<file path="src/design/b2d_pkg.sv">
`timescale 1ns / 1ps
// ----------------------------------------------------------------------------
// b2d_pkg
// Shared types and constants for the binary to decimal digit split unit.
// ----------------------------------------------------------------------------
package b2d_pkg;

  localparam int VALUE_W   = 31;
  localparam int DIGIT_W   = 4;
  localparam int POS_W     = 4;
  localparam int BIT_CNT_W = $clog2(VALUE_W);

  typedef enum logic [1:0] {
    ST_IDLE,
    ST_CONVERT,
    ST_SKIP,
    ST_EMIT
  } state_t;

  typedef struct packed {
    logic clear;
    logic dabble;
    logic advance;
  } cell_ctrl_t;

endpackage

</file>
<file path="src/design/b2d_cell.sv">
`timescale 1ns / 1ps
// ----------------------------------------------------------------------------
// b2d_cell
// One BCD digit cell: add-3 and shift during conversion, digit shift upward
// while digits are read out.
// ----------------------------------------------------------------------------
module b2d_cell
  import b2d_pkg::*;
(
  input  logic               clk,
  input  cell_ctrl_t         ctrl,
  input  logic               bit_in,
  input  logic [DIGIT_W-1:0] digit_in,
  output logic               carry_out,
  output logic [DIGIT_W-1:0] digit
);

  logic [DIGIT_W-1:0] adj;

  assign adj       = (digit >= DIGIT_W'(5)) ? digit + DIGIT_W'(3) : digit;
  assign carry_out = adj[DIGIT_W-1];

  always_ff @(posedge clk) begin
    if (ctrl.clear) begin
      digit <= '0;
    end else if (ctrl.dabble) begin
      digit <= {adj[DIGIT_W-2:0], bit_in};
    end else if (ctrl.advance) begin
      digit <= digit_in;
    end
  end

endmodule

</file>
<file path="src/design/binary_to_decimal_digit_split_unit.sv">
`timescale 1ns / 1ps
// Conversion: 31 shift-and-add-3 passes through the digit cell chain, then a skip
//   step for each suppressed leading zero digit and a readout for each shown digit.
// A new value is taken only once the last digit of the previous one is loaded for
//   output; result_stall holds the readout.
// Reset: synchronous, returns the controller to idle and drops result_valid.
// ----------------------------------------------------------------------------
// binary_to_decimal_digit_split_unit
// Double dabble over a chain of BCD digit cells, then digits read out most
// significant first with leading zeros skipped unless the value overflows the chain.
// ----------------------------------------------------------------------------
module binary_to_decimal_digit_split_unit
  import b2d_pkg::*;
#(
  parameter int MAX_DIGITS = 10
) (
  input  logic               clk,
  input  logic               rst,
  input  logic               item_valid,
  output logic               item_stall,
  input  logic [VALUE_W-1:0] value,
  output logic               result_valid,
  input  logic               result_stall,
  output logic [DIGIT_W-1:0] digit,
  output logic [POS_W-1:0]   position,
  output logic               last
);

  localparam int PW = (MAX_DIGITS > 1) ? $clog2(MAX_DIGITS) : 1;

  state_t               state, state_next;
  cell_ctrl_t           ctrl;
  logic [VALUE_W-1:0]   shreg;
  logic [BIT_CNT_W-1:0] bit_cnt;
  logic [PW-1:0]        pos;
  logic                 load_out;
  logic                 ovf;

  logic [MAX_DIGITS-1:0] carry;
  logic [DIGIT_W-1:0]    cell_digit [MAX_DIGITS];
  logic [DIGIT_W-1:0]    top_digit;

  genvar gi;
  generate
    for (gi = 0; gi < MAX_DIGITS; gi++) begin : g_cell
      if (gi == 0) begin : g_first
        b2d_cell u_cell (
          .clk       (clk),
          .ctrl      (ctrl),
          .bit_in    (shreg[VALUE_W-1]),
          .digit_in  ('0),
          .carry_out (carry[gi]),
          .digit     (cell_digit[gi])
        );
      end else begin : g_rest
        b2d_cell u_cell (
          .clk       (clk),
          .ctrl      (ctrl),
          .bit_in    (carry[gi-1]),
          .digit_in  (cell_digit[gi-1]),
          .carry_out (carry[gi]),
          .digit     (cell_digit[gi])
        );
      end
    end
  endgenerate

  assign top_digit = cell_digit[MAX_DIGITS-1];

  always_ff @(posedge clk) begin
    if (rst) begin
      state <= ST_IDLE;
    end else begin
      state <= state_next;
    end
  end

  always_comb begin
    state_next = state;
    ctrl       = '0;
    load_out   = 1'b0;
    item_stall = rst || (state != ST_IDLE);
    unique case (state)
      ST_IDLE: begin
        if (item_valid) begin
          ctrl.clear = 1'b1;
          state_next = ST_CONVERT;
        end
      end
      ST_CONVERT: begin
        ctrl.dabble = 1'b1;
        if (bit_cnt == BIT_CNT_W'(VALUE_W - 1)) begin
          state_next = ST_SKIP;
        end
      end
      ST_SKIP: begin
        // value wider than the chain: keep every held digit
        if (!ovf && top_digit == '0 && pos != '0) begin
          ctrl.advance = 1'b1;
        end else begin
          state_next = ST_EMIT;
        end
      end
      ST_EMIT: begin
        if (!result_valid || !result_stall) begin
          load_out     = 1'b1;
          ctrl.advance = 1'b1;
          if (pos == '0) begin
            state_next = ST_IDLE;
          end
        end
      end
      default: begin
        state_next = ST_IDLE;
      end
    endcase
  end

  always_ff @(posedge clk) begin
    if (state == ST_IDLE && item_valid) begin
      shreg   <= value;
      bit_cnt <= '0;
      pos     <= PW'(MAX_DIGITS - 1);
      ovf     <= 1'b0;
    end else begin
      if (ctrl.dabble) begin
        shreg   <= {shreg[VALUE_W-2:0], 1'b0};
        bit_cnt <= bit_cnt + BIT_CNT_W'(1);
        if (carry[MAX_DIGITS-1]) begin
          ovf <= 1'b1;
        end
      end
      if (ctrl.advance) begin
        pos <= pos - PW'(1);
      end
    end
  end

  always_ff @(posedge clk) begin
    if (rst) begin
      result_valid <= 1'b0;
    end else if (load_out) begin
      result_valid <= 1'b1;
    end else if (!result_stall) begin
      result_valid <= 1'b0;
    end
  end

  always_ff @(posedge clk) begin
    if (load_out) begin
      digit    <= top_digit;
      position <= POS_W'(pos);
      last     <= (pos == '0);
    end
  end

endmodule

</file>
<file path="config.mk">
export PLATFORM = sky130hd
export DESIGN_NAME = binary_to_decimal_digit_split_unit
export DESIGN_NICKNAME = d
export VERILOG_FILES = /design/src/design/b2d_pkg.sv /design/src/design/b2d_cell.sv /design/src/design/binary_to_decimal_digit_split_unit.sv
export SDC_FILE = /design/constraint.sdc
export NUM_CORES = 1
export LEC_CHECK = 0
export ABC_CLOCK_PERIOD_IN_PS = 6400
export BUFFER_PORTS_ARGS = -buffer_cell sky130_fd_sc_hd__buf_2
export CAP_MARGIN = 40
export CORE_MARGIN = 1
export CORE_UTILIZATION = 30
export DETAILED_ROUTE_END_ITERATION = 6
export GPL_TIMING_DRIVEN = 1
export PLACE_DENSITY = 0.56
export RECOVER_POWER = 100
export SLEW_MARGIN = 20
export SYNTH_ARGS = -nofsm -noshare
export SYNTH_HDL_FRONTEND = slang
export SYNTH_SLANG_ARGS = --single-unit
</file>
<file path="constraint.sdc">
create_clock -name clk -period 6.4 [get_ports clk]
set_clock_uncertainty 0.05 [all_clocks]
set_input_delay 0.64 -clock clk [delete_from_list [all_inputs] [get_ports clk]]
set_output_delay 0.64 -clock clk [all_outputs]
set_load 0.005 [all_outputs]
</file>
Yosys cells after proc, flatten, opt, wreduce, memory -nomap -nowiden
Cells that the tools add are included.
W data, S select, Z words.

word-level totals
  flip-flop bits (word level) = 93
  bits in latches = 0
  RAM bits = 0
  ROM bits = 0
  input bits = 35
  output and inout bits = 11
  word-level logic and storage cells = 115
  memories = 0

operators by class
  $add $sub $neg = 12
  multipliers = 0
  divide/modulo/power cells = 0
  magnitude comparators = 10
  equal/unequal tests = 10
  shifts and indexed selects = 0
  multiplexer cells = 47
  bitwise logic cells = 0
  reduce and logical (&&, ||, !) cells = 17

operators by type and width
  cell                   number
  $mux W4                30
  $mux W31               2
  $add A4 B2 Y4 const B  10
  $ge A4 B3 Y1 const B   10
  $mux W2                5
  $ne A2 B2 Y1 const B   5
  $logic_not A4 Y1       2
  $mux W1                8
  $pmux W2 S4            1
  $reduce_bool A2 Y1     3
  $add A5 B1 Y5 const B  1
  $eq A5 B5 Y1 const B   1
  $reduce_and A5 Y1      1
  $eq A2 B2 Y1 const B   2
  $reduce_bool A4 Y1     1
  $sub A4 B1 Y4 const B  1
  $logic_and A1 B1 Y1    3
  $logic_not A1 Y1       3
  $eq A2 B1 Y1 const B   1
  $logic_not A2 Y1       1
  $logic_or A1 B1 Y1     2
  $ne A2 B1 Y1 const B   1
  $pmux W1 S2            1
  $reduce_and A2 Y1      1

Longest topological paths before layout
  depth after elaboration = 7
  depth in mapped cells = 8
  gate-level depth less buffers = 7

Cells and area by module
A second synthesis with hierarchy kept.

unflattened totals
  cell total of the unflattened synthesis = 569
  area total of the unflattened synthesis = 5076.1 um2

modules (own cells, without submodules)
  module                              times used  cells an instance  area an instance (um2)  sequential area each (um2)
  b2d_cell                            10          35                 280.3                   80.1
  binary_to_decimal_digit_split_unit  1           219                2273.4                  1461.4

Worst setup path before layout
No wires, ideal clock.

  path kind = register to register
  from = register state[1]
  to = register shreg[0], enable pin
  library setup time = 0.471 ns
  arrival = 1.992 ns
  data required time = 5.879 ns
  path slack = 3.887 ns
  stages on the path, launching flop included = 7
  path buffers = 2
  period minus slack after synthesis = 2.513 ns
  cell sequence = dfxtp_1 inv_2 ha_1 inv_1 clkbuf_1 buf_1 nand2_1

on the way
  word-level cells in the longest chain between the ends = 3
  elaborated cells between the ends (all ways) = 5
  those cells by class = eq/ne (1); mux (1); reduce/logical (3)

RTL lines
  element                                                  RTL line                                                                             source
  start: declaration                                       binary_to_decimal_digit_split_unit.sv:31                                             state_t state, state_next;
  start signal: assignment                                 binary_to_decimal_digit_split_unit.sv:74                                             state <= state_next;
  $eq A2 B1 Y1 / $logic_not A2 Y1 (equally long branches)  binary_to_decimal_digit_split_unit.sv:83, binary_to_decimal_digit_split_unit.sv:120
  $mux W1 / $logic_and A1 B1 Y1 (equally long branches)    binary_to_decimal_digit_split_unit.sv:83, binary_to_decimal_digit_split_unit.sv:120
  $reduce_bool A2 Y1 (no line) (*)                         n/a
  end signal: assignment                                   binary_to_decimal_digit_split_unit.sv:121                                            shreg <= value;
  end signal: assignment                                   binary_to_decimal_digit_split_unit.sv:127                                            shreg <= {shreg[VALUE_W-2:0], 1'b0};
  end: declaration                                         binary_to_decimal_digit_split_unit.sv:33                                             logic [VALUE_W-1:0] shreg;

Mark *: on every way between the ends. The rest lies on a longest branch, timed or not.
A chain may end at the register's enable or synchronous reset.

Worst setup path after layout
  from = register state[1]
  to = register shreg[28], enable pin

The elaborated chain is that of the path after synthesis.

==> impl_metrics.tcl <==
set metrics [dict create \
    tightest_slew_ns 2.180 \
    synth_top_family_by_area "compound AO/OA/AOI/OAI gates" \
    htreeDepth 3 \
    drv_slew 95 \
    async_reset_ff_share_pct 0 \
    end_kind "flop" \
    num_rows 48 \
    ant_nets 0 \
    p_leak_nw 2.385 \
    diodes 0 \
    synth_area_leaders "edfxtp_1 (23%), dfxtp_1 (20%), nand2_1 (9.5%)" \
    synth_top_area_share_pct 22.51 \
    crit_path_end "shreg[28]" \
    vias 4405 \
    ys_types 49 \
    chipHeight_um 135.4 \
    numCtsBuffers 9 \
    synth_mux_area_share_pct 2.532 \
    crit_start "state[1]" \
    insertion_delay_ns 0.35 \
    die_x_um 135.4 \
    drt_iter0_drc 275 \
    r2r-end "shreg[28]" \
    synthAdderAreaFrac_pct 6.800 \
    cts_resized 0 \
    overflow 0 \
    routabilityCongestion 0.7772 \
    drive_above_1_share_pct 11.62 \
    synth_area_leader_cell "edfxtp_1" \
    grt_pass1_wl_mm 19.93 \
    portBuffers 45 \
    synth_nets 662 \
    fmax_ghz 0.2593 \
    io_pins 46 \
    drt-total-wl_mm 12.12 \
    clkSlewWorstSetupHoldPaths_ns 0.07 \
    post_drt_wl_per_cell_um 14.20 \
    start_kind "flop" \
    ys_seq_area_share_pct 42.39 \
    post_cts_buffers 0 \
    synth_compound_area_share_pct 23.33 \
    cts_hold_buf 0 \
    rsz0062_at_grt "false" \
    start_util_pct 30.75 \
    worstSetupPathType "flop to flop" \
    first_pass_iters 5 \
    ys_top_cells_by_count "nand2_1 (135), dfxtp_1 (53), edfxtp_1 (40)" \
    cts_tree "done" \
    status "complete, but fails checks" \
    synthFlopType "dfxtp_1" \
    period_share_pct 60.25 \
    maxCapViolCount 2 \
    rrSetupSlack_ns 2.54 \
    ys_seq_elements 93 \
    fin_util_pct 34.58 \
    r2r_start "state[1]" \
    fillCellCount 1724 \
    syn_area_sq_um 5336 \
    hp-start "ovf" \
    arrival_ns 3.87 \
    fin_nets 687 \
    clk_path_buf_depth 2 \
    antenna_found_initial 0 \
    yosys.area_share.xor_xnor_pct 1.149 \
    grt_usage_pct 13.51 \
    hpwl_mm 7.910 \
    min_path_type "flop to flop" \
    numClockSinks 93 \
    synth-simple-area-share_pct 17.66 \
    drc 0 \
    r2r_cells 6 \
    grt_start_max_net_pins 48 \
    synth_edf_count 40 \
    period_minus_slack_ns 3.856 \
    slew_headroom_pct -45.34 \
    yosys.cell_count.top_type "nand2_1" \
    powerDensity_nw_per_um2 474.3 \
    vias_per_cell 5.164 \
    cp_max_fo 47 \
    core_sq_um 17360 \
    yosysWarnings 0 \
    grt_pass1_vias 4106 \
    required_ns 6.42 \
    setup_tns_ns 0 \
    syn_avg_cell_area_sq_um 8.924 \
    hold_viol 0 \
    areaGrowthSynthToFinish_pct 12.47 \
    vdd.ir_drop.worst_v 0.0001659 \
    violations "capacitance limit, slew limit" \
    setup_violations 0 \
    syn_inst 598 \
    clockRootBuffer "clkbuf_16" \
    die_area_sq_um 18330 \
]
-- cell usage in the layout, fill, tap and decap left out, types with 10 or more instances in the layout --
| cell type | count |
|---|---|
| nand2_1 | 135 |
| dfxtp_1 | 53 |
| inv_1 | 40 |
| edfxtp_1 | 40 |
| buf_2 | 35 |
| o31ai_1 | 29 |
| a31oi_1 | 29 |
| ha_1 | 29 |
| o21ai_0 | 26 |
| a21oi_1 | 26 |
| a211o_1 | 18 |
| nand2b_1 | 14 |
| clkbuf_1 | 14 |
| nor2_1 | 12 |
| o2111ai_1 | 10 |
| clkbuf_16 | 10 |
-- critical path, cell delays in order, from the launching register on --
cell      delay [ns]
dfxtp_1         0.50
inv_1           0.19
ha_1            0.27
nand2_1         0.52
clkbuf_1        1.56
nand2_1         0.13
buf_4           0.34
-- state kept, by name, summed over array words and instances (netlist names) --
signal,cells
g_cell.g_rest.u_cell.digit,36
shreg,31
bit_cnt,5
digit,4
g_cell.g_first.u_cell.digit,4
pos,4
position,4
state,2
last,1
ovf,1
result_valid,1
-- cell families after synthesis --
family	after synthesis
and+or+nand+nor	199
AOI/OAI and AO/OA	177
DFF	93
buffers and inverters	81
adders and majority gates	29
muxes	12
xor gates and xnor gates	7
-- layout make-up --
cell class | instances | area (sq um) | share of cell area, %
clock buffer | 11 | 254.0 | 4.232
clock inverter | 5 | 63.81 | 1.063
inverter | 40 | 150.1 | 2.502
multi-input combinational | 424 | 2718 | 45.28
sequential | 93 | 2262 | 37.69
tap | 225 | 281.5 | 4.690
timing repair buffer | 55 | 272.8 | 4.545
-- worst min path at each step --
stage | to | depth (start not counted)
after CTS | ovf | 2
after floorplan | digit[2] | 0
after global routing | ovf | 2
final | ovf | 2
after global placement | position[3] | 0
after detailed placement | ovf | 2
-- routing by layer --
metal / track usage [%] / wire length (um) / up-vias / share of wire, %
met4: 5.056 / 149 / 0 / 1.2
met1: 16.85 / 5644 / 2106 / 47
met5: 0 / 0 / - / 0
met2: 23.11 / 5929 / 88 / 49
met3: 2.394 / 392 / 14 / 3.2
li1: - / - / 2197 / -
-- stage by stage --
step | instance area (sq um) | hold WS, ns | worst slack, ns | instances | power, mW
2_1_floorplan | 5336 | 0.3791 | 3.887 | 598 | 2.000
3_3_place_gp | 5731 | 0.4153 | 3.768 | 835 | 2.248
3_5_place_dp | 5742 | 0.4133 | 3.907 | 836 | 2.308
4_1_cts | 6060 | 0.4380 | 3.879 | 852 | 2.882
5_1_grt | 6002 | 0.4636 | 2.148 | 853 | 3.075
6_report | 6002 | 0.4256 | 2.544 | 853 | 2.847
-- where the power goes --
part	leakage [nW]	total (mW)	internal, mW	switching (mW)
Sequential	0.822	1.09	0.896	0.192
Combinational	1.41	1.19	0.458	0.736
Clock	0.152	0.565	0.330	0.235
Total	2.39	2.85	1.68	1.16
Power figures use the tool's default switching activity.
